`config.mk`:
```
export PLATFORM = sky130hd
export DESIGN_NAME = hwo_mac
export DESIGN_NICKNAME = d
export VERILOG_FILES = /design/src/rtl/hwo_mac.sv
export SDC_FILE = /design/constraint.sdc
export NUM_CORES = 2
export LEC_CHECK = 0
export ABC_AREA = 1
export BUFFER_PORTS_ARGS = -buffer_cell sky130_fd_sc_hd__buf_2
export CAP_MARGIN = 20
export CORE_MARGIN = 2
export CORE_UTILIZATION = 32
export CTS_CLUSTER_DIAMETER = 50
export DETAILED_ROUTE_END_ITERATION = 6
export GPL_ROUTABILITY_DRIVEN = 1
export PLACE_DENSITY = 0.53
export SLEW_MARGIN = 10
export SYNTH_ARGS = -nofsm -noshare
export SYNTH_HDL_FRONTEND = slang
export SYNTH_SLANG_ARGS = --single-unit
```
`constraint.sdc`:
```
create_clock -name clk -period 10.5 [get_ports clk]
set_input_delay 1.575 -clock clk [delete_from_list [all_inputs] [get_ports clk]]
set_output_delay 1.575 -clock clk [all_outputs]
set_load 0.01 [all_outputs]
```
`src/rtl/hwo_mac.sv`:
```
// ---------------------------------------------------------------------------
// hwo_mac: shared signed multiplier with a registered product.
// Every product of two signals in the oscillator goes through this one unit.
// ---------------------------------------------------------------------------
module hwo_mac (
  input  logic               clk,
  input  logic signed [32:0] op_a,
  input  logic signed [32:0] op_b,
  output logic signed [65:0] prod
);
  logic signed [65:0] prod_r;

  // One product a cycle, registered before use.
  always_ff @(posedge clk) begin
    prod_r <= op_a * op_b;
  end

  assign prod = prod_r;

endmodule

```
==> summary.txt <==
Status
  – Status: completed

GRT
  – Met2 Track Usage GR: 0.352
  – Antenna violations before repair: 9
  – GRT Residual Overflow: 0
  – First-pass GRT wire length: 205 mm
  – GRT Total Usage: 0.193
  – Vias in the first global route: 36295
  – Busiest grt layer: met2
  – Pin count of the biggest net entering global routing: 35
  – Met3 GRT Util: 0.0235
  – Met1 Use GR: 0.243

Worst setup path
  – Critical-path maximum fanout: 33
  – WP data arrival: 9.18 ns
  – Crit Path Class: input pin to register
  – Req. time, crit path: 10.74 ns
  – Crit start category: input pin
  – Worst Setup End Kind: register

Floorplanning
  – Ports: 133
  – Row Count: 134
  – Full die area: 138000 um^2
  – Core area: 134000 um^2
  – Die Y: 371 um
  – Initial Utilization: 0.323
  – Die Span X: 371 um

Timing
  – Fmax: 112 MHz
  – Slew @ Worst Pin: 1.08 ns
  – Crit path time final: 8.94 ns
  – Final hold viol count: 0
  – Final setup viols: 0
  – Final Max Tran Viols: 0
  – Slew Limit Headroom: 0.283
  – Hold slack: 1.96 ns
  – Setup TNS: 0 ns
  – Tcrit/Tclk final: 0.852
  – RSZ-0062 raised after global routing: false

Place
  – I/O Buffers: 132
  – Final estimated routing congestion in global placement: 0.922
  – Detailed Place HPWL: 109 mm
  – Cell count after placement: 7207

Routing
  – Average vias per placed instance: 4.43
  – DRC viols: 0
  – Detail Route Antenna Nets: 0
  – Iter 0 DRT Violations: 1733
  – Via Count: 31980
  – WL/cell: 17.5 um
  – WL final: 126 mm
  – Drt first pass iters: 5

Synth
  – Mapped Nets: 6972
  – Synth area leaders: fa_1 53%, inv_1 16%, nand2_1 13%, ha_1 6.3%, dfxtp_1 3.1%
  – Mean Syn Cell Area: 7.79 um^2
  – Count of state elements after synthesis: 66
  – Area of the mapped netlist: 43200 um^2
  – Synth Instances: 5543
  – Sequential cell area fraction in the yosys report: 0.0306
  – Synth top area share: 0.531
  – Distinct cells, synth: 35
  – Largest area contributor in the netlist: fa_1
  – YS warnings: 0

Clocking
  – Root buffer selected by CTS: clkbuf_16
  – Clk sinks: 66
  – H-Tree Level Count: 3
  – CTS tree: done
  – Clock-pin slew on the worst setup and hold paths: 0.07 ns
  – Hold buffer count at cts: 0
  – Resize count post-CTS: 0
  – Post-CTS Setup Bufs: 0
  – Inserted Clock Buffers: 9
  – CTS Buffer Depth: 2

Final layout
  – Nets: 6880
  – Share of cells above drive strength 1: 0.0434
  – Max reg flops: 66
  – Layout area overhead: 5.59%
  – Layout Cells excl Fill: 7225

Min path
  – HP Class: input pin to register
  – Worst hold path stage count: 3
  – WHS Endpoint: prod[0]
  – Hold Startpoint: op_b[0]

Job
  – Max_cap viols: 0
[cell usage in the layout (no fill, tap or decap), types with 2 or more instances in the layout]
master / synthesis / routed
nor2_1: 131 / 131
ha_1: 217 / 217
dfxtp_1: 66 / 66
or2_2: 5 / 5
xor2_1: 37 / 37
xnor2_1: 4 / 4
o21bai_1: 14 / 14
a21o_1: 2 / 2
nand3_2: 8 / 8
buf_2: 0 / 132
nand2_1: 1517 / 1517
inv_1: 1894 / 1894
and2_1: 2 / 2
nand3_1: 70 / 70
nor2_2: 20 / 20
buf_4: 0 / 27
nor4_1: 4 / 4
o21ai_0: 19 / 19
nand2_2: 17 / 17
nand3b_1: 3 / 3
a21oi_1: 61 / 61
inv_6: 0 / 3
clkbuf_16: 0 / 9
nor2_4: 3 / 3
nor3_1: 7 / 7
fa_1: 1145 / 1145
o21ai_1: 3 / 3
nand4_1: 19 / 19
a21oi_2: 4 / 4
[cells in the mapped netlist (all sizes together)]
library cell and n:
ha 217, clkbuf 262, a21boi 1, inv 1895
o21a 1, nand4 19, nand3b 3, buf 1
xor2 37, o21bai 14, or2 6, xnor2 4
o21ai 23, a21oi 65, nor4 5, and2 3
dfxtp 66, fa 1145, a21o 2, nand2 1534
nor3 8, nand3 78, nor2 154
[cells by family after synthesis]
family,count (synthesis),share of synthesized area
simple gates,1810,0.166
buf+inv,2158,0.188
flops,66,0.0306
xor+xnor,41,0.00832
fa+ha+maj,1362,0.594
compound gates,106,0.0138
[how the worst max path moves through the flow]
stage                         from        to  depth (start not counted)
after floorplan           op_a[32]  prod[60]                         23
after global placement     op_b[0]  prod[64]                         21
after detailed placement   op_b[0]  prod[60]                         23
after CTS                  op_b[0]  prod[60]                         23
after global routing       op_b[0]  prod[64]                         23
final                      op_b[0]  prod[64]                         21
[per-stage QoR]
stage               area [um^2]   util  setup WS (ns)
floorplan                 43200      -           2.17
global placement          45300  0.339           1.19
detailed placement        45300  0.339           1.16
CTS                       45600  0.341           1.50
global route              45600  0.341          0.967
finish                    45600  0.341           1.56
[area by class of cell]
cell class	count	area, um^2
clock buffers	9	225
repair buffers	160	878
well taps	1768	2210
fillers	14173	88000
diodes	1	2.50
clock inverters	7	83.8
flip-flops and latches	66	1320
inverters	1895	7110
multi-input cells	3319	33800
[critical path: stages]
cell,delay (ns)
buf_2,0.52
nand2_1,0.20
inv_1,0.16
fa_1,0.49
fa_1,0.62
fa_1,0.68
fa_1,1.23
fa_1,0.58
fa_1,0.50
fa_1,0.49
inv_1,0.05
fa_1,0.47
inv_1,0.04
ha_1,0.43
nand2_1,0.15
nor2_1,0.25
nand2_1,0.17
nor4_1,0.30
nand2_1,0.12
nand3_1,0.10
nand2_1,0.06
[layer usage]
metal  wire (um)  vias to the layer above
met5          80                        -
met2       64100                      663
li1            -                    14790
met1       53200                    16369
met4        3100                       14
met3        5670                      144
Power is left out: the tool's default activity adds up to more than one toggle a clock period on the data nets, which glitch-free logic cannot reach.
