### src/rtl/hwo_pkg.sv
// ---------------------------------------------------------------------------
// hwo_pkg: shared types and constants of the Hermite wavetable oscillator.
// Holds command codes, register indexes and default parameter values.
// ---------------------------------------------------------------------------
package hwo_pkg;

  localparam int TableDepthDef  = 4096;
  localparam int SampleWidthDef = 24;

  localparam int CmdW   = 2;
  localparam int FreqW  = 32;
  localparam int TidxW  = 12;
  localparam int PhaseW = 32;
  localparam int CoefW  = 24;
  localparam int ScaleW = 40;
  localparam int CfgIdxW  = 3;
  localparam int CfgDataW = 40;

  typedef enum logic [CmdW-1:0] {
    CMD_SAMPLE = 2'd0,
    CMD_WRITE  = 2'd1,
    CMD_PHASE  = 2'd2,
    CMD_NONE   = 2'd3
  } cmd_t;

  typedef enum logic [CfgIdxW-1:0] {
    REG_OVS   = 3'd0,
    REG_TLOG  = 3'd1,
    REG_SCALE = 3'd2,
    REG_B0    = 3'd3,
    REG_B1    = 3'd4,
    REG_B2    = 3'd5,
    REG_A1    = 3'd6,
    REG_A2    = 3'd7
  } reg_idx_t;

  // Register values handed from the configuration file to the datapath.
  typedef struct packed {
    logic [4:0]              ovs;
    logic [3:0]              tlog;
    logic [ScaleW-1:0]       scale;
    logic signed [CoefW-1:0] b0;
    logic signed [CoefW-1:0] b1;
    logic signed [CoefW-1:0] b2;
    logic signed [CoefW-1:0] a1;
    logic signed [CoefW-1:0] a2;
  } cfg_t;

endpackage

### src/rtl/hwo_cfg.sv
// ---------------------------------------------------------------------------
// hwo_cfg: configuration register file.
// Decodes the write port and clamps nothing; clamping is done at use.
// ---------------------------------------------------------------------------
module hwo_cfg (
  input  logic                          clk,
  input  logic                          rst_n,
  input  logic                          wr_en,
  input  logic [hwo_pkg::CfgIdxW-1:0]   wr_idx,
  input  logic [hwo_pkg::CfgDataW-1:0]  wr_data,
  output hwo_pkg::cfg_t                 cfg
);
  import hwo_pkg::*;

  cfg_t cfg_r;

  // Register writes; reset loads the power-up values.
  always_ff @(posedge clk) begin
    if (!rst_n) begin
      cfg_r.ovs   <= 5'd1;
      cfg_r.tlog  <= 4'd9;
      cfg_r.scale <= '0;
      cfg_r.b0    <= 24'sd4194304;
      cfg_r.b1    <= '0;
      cfg_r.b2    <= '0;
      cfg_r.a1    <= '0;
      cfg_r.a2    <= '0;
    end else if (wr_en) begin
      unique case (reg_idx_t'(wr_idx))
        REG_OVS:   cfg_r.ovs   <= wr_data[4:0];
        REG_TLOG:  cfg_r.tlog  <= wr_data[3:0];
        REG_SCALE: cfg_r.scale <= wr_data[ScaleW-1:0];
        REG_B0:    cfg_r.b0    <= wr_data[CoefW-1:0];
        REG_B1:    cfg_r.b1    <= wr_data[CoefW-1:0];
        REG_B2:    cfg_r.b2    <= wr_data[CoefW-1:0];
        REG_A1:    cfg_r.a1    <= wr_data[CoefW-1:0];
        REG_A2:    cfg_r.a2    <= wr_data[CoefW-1:0];
        default:   ;
      endcase
    end
  end

  assign cfg = cfg_r;

endmodule

### config.mk
export PLATFORM = sky130hd
export DESIGN_NAME = hwo_cfg
export DESIGN_NICKNAME = d
export VERILOG_FILES = /design/src/rtl/hwo_pkg.sv /design/src/rtl/hwo_cfg.sv
export SDC_FILE = /design/constraint.sdc
export NUM_CORES = 1
export LEC_CHECK = 0
export BUFFER_PORTS_ARGS = -buffer_cell sky130_fd_sc_hd__buf_4
export CAP_MARGIN = 20
export CORE_UTILIZATION = 50
export DETAILED_ROUTE_END_ITERATION = 6
export HOLD_SLACK_MARGIN = 0.05
export PLACE_DENSITY = 0.8
export SLEW_MARGIN = 20
export SYNTH_ARGS = -nofsm -noshare
export SYNTH_HDL_FRONTEND = slang
export SYNTH_SLANG_ARGS = --single-unit
### constraint.sdc
create_clock -name clk -period 1.2 [get_ports clk]
set_clock_uncertainty 0.1 [all_clocks]
set_input_delay 0.12 -clock clk [delete_from_list [all_inputs] [get_ports clk]]
set_output_delay 0.12 -clock clk [all_outputs]
set_load 0.005 [all_outputs]
==> out/metrics.yaml <==
run_status:
  status: "finished, final reports clean"
timing:
  timing.slew.headroom_pct: 77.0
  worstMarginPinSlew_ns: 0.344
  hold_viol: 0
  fmax_mhz: 883
  setup_viol: 0
  finalCritPeriodShare_pct: 94.4
  slew_violations: 0
  rsz0062_at_grt: "no"
  period_needed_ns: 1.13
  setup_ws_ns: 0.0671
grt:
  grt_pass1_vias: 5286
  grt_usage_pct: 27.1
  antenna_found_initial: 0
  gr-total-overflow: 0
  grt_first_pass_wirelength_microns: 27000
  grt_start_max_net_pins: 40
logic_synthesis:
  synth_seq_cells: 169
  synth-simple-area-share_pct: 14.5
  yosysSeqAreaShare_pct: 54.5
  synth_xor_area_share_pct: 0
  avgSynthCellArea_sq_um: 10.3
  netlist_instances: 603
  yosysWarnings: 0
  synth_mux_area_share_pct: 27.2
  synth_top_family_by_area: "multiplexers"
  synth_fp_nets: 649
  synth_fa_ha_area_share_pct: 0
  synth_area_sq_um: 6210
  synth_compound_area_share_pct: 0
  synth_cell_types: 15
floorplan:
  io_pins: 215
  die_h_microns: 113
  coreArea_sq_um: 12100
  die_x_microns: 113
  start_util_pct: 51.5
  rows: 40
  dieArea_sq_um: 12900
route:
  drc: 0
  top_layer_used: "met4"
  first_iter_violations: 327
  m1WireLength_microns: 6870
  finalWirelength_microns: 17000
  ant_nets: 0
  first_pass_iters: 4
  viasPerCell: 5.00
  wl_per_cell_microns: 16.5
  wl_met2_microns: 8870
  routed-via-count: 5175
  wl_met3_microns: 973
clock_tree:
  insertion_delay_ns: 0.41
  clock_path_buffers: 2
  clk_transition_reported_paths_ns: 0.06
  post_cts_buffers: 0
  htreeDepth: 4
  numCtsBuffers: 17
  clkSinkCount: 169
  tritoncts: "built"
  cts-root-buf: "clkbuf_16"
worst_setup_path:
  path_cells: "buf_4"
  path_buf_inv: 1
  slowest_stage: "dfxtp_1"
  path_delay_family: "flip-flops"
  crit_required_ns: 0.98
  crit_arrival_ns: 0.91
  rrSetupSlack_ns: 0.42
  critPathMaxStageDelay_ns: 0.37
  start_kind: "flip-flop"
  worstSetupPathType: "flip-flop to output port"
  worst-path-max-fanout: 2
  cp-end-kind: "output port"
pwr:
  irDropWorstVdd_uv: 808
  p_leak_nw: 4.63
  power.density_nw_per_um2: 1310
  total_power_mw: 11.9
place:
  portBuffers: 214
  gp_congestion: 0.784
  post-dp-hpwl_microns: 11300
  dp_slack_ns: -0.144
  placedCellCount: 965
finish:
  utilization_pct: 75.3
  area_delta_synth_final_pct: 46.2
  fin_cells: 1034
  drive_above_1_share_pct: 30.7
  fin_nets: 902
  antenna_cells: 0
  largest_reg_flops: 169
job:
  maxCapViolCount: 0
worst_hold_path:
  min_path_type: "primary input to flip-flop"
==> cell families (layout without fill, tap and decap cells) <==
| family | Yosys count | count (layout) |
|---|---|---|
| simple gates | 220 | 220 |
| mux | 169 | 169 |
| buf+inv | 45 | 308 |
| flops | 169 | 169 |
==> worst min-delay path, stage by stage <==
cell and delay (ns):
buf_6 0.13, buf_12 0.14, nand2_1 0.07, mux2i_1 0.06
==> area by class of cell <==
type | count | area (sq um)
sequential | 169 | 3380
fill | 835 | 2980
multi-input combinational | 389 | 2590
timing repair buffer | 279 | 2350
clock buffer | 27 | 503
tap | 168 | 210
clock inverter | 2 | 37.5
==> worst paths after layout <==
check | startpoint | endpoint | cells after the start
max | cfg[160]$_SDFFE_PN1P_ | cfg[160] | 1
min | rst_n | cfg[77]$_SDFFE_PN0P_ | 4
max reg2reg | cfg[160]$_SDFFE_PN1P_ | cfg[160]$_SDFFE_PN1P_ | 2
min reg2reg | cfg[131]$_SDFFE_PN0P_ | cfg[131]$_SDFFE_PN0P_ | 2
==> routing by layer <==
metal | global-route usage [%] | vias up
met5 | 0 | -
met1 | 31.0 | 2487
met2 | 49.3 | 180
met4 | 10.2 | 0
met3 | 5.95 | 22
li1 | - | 2486
==> cells in the final DEF (no fill, tap or decap), drive strengths merged <==
cell type / netlist / layout
nand2: 205 / 205
nand4b: 3 / 3
clkinvlp: 0 / 1
dlygate4sd3: 0 / 40
mux2i: 169 / 169
and4bb: 2 / 2
or4b: 1 / 1
buf: 25 / 239
nand4: 1 / 1
dfxtp: 169 / 169
nor2b: 7 / 7
nand4bb: 1 / 1
bufinv: 0 / 1
clkbuf: 20 / 27
==> metrics by stage <==
stage	hold WS, ns	setup TNS, ns	area, sq um
floorplan	0.162	0	6210
global placement	0.278	-1.60	8140
detailed placement	0.288	-3.11	8140
CTS	0.0540	0	9080
global route	0.0692	0	9080
finish	0.0647	0	9080
==> synth_stat cells <==
library cell / count / area share, %
nand4_2: 1 / 0.20
nand4bb_1: 1 / 0.18
buf_4: 12 / 1.5
nand2_1: 205 / 12
and4bb_2: 1 / 0.20
buf_6: 1 / 0.18
nand4b_1: 3 / 0.42
buf_2: 11 / 0.89
dfxtp_1: 169 / 54
clkbuf_1: 20 / 1.2
mux2i_1: 169 / 27
nor2b_1: 7 / 0.71
or4b_1: 1 / 0.16
buf_1: 1 / 0.060
and4bb_1: 1 / 0.20
==> where the power goes <==
| group | internal (mW) | switching, mW |
|---|---|---|
| clock | 3.05 | 2.04 |
| combinational | 0.539 | 0.474 |
| sequential | 5.74 | 0.0697 |
==> repair_timing <==
action,in CTS,in global routing
hold buffers,40,0
endpoints found under the setup margin,0,0
gates resized for setup,0,0
hold endpoints to repair,119,0
(Power assumes the default switching activity.)
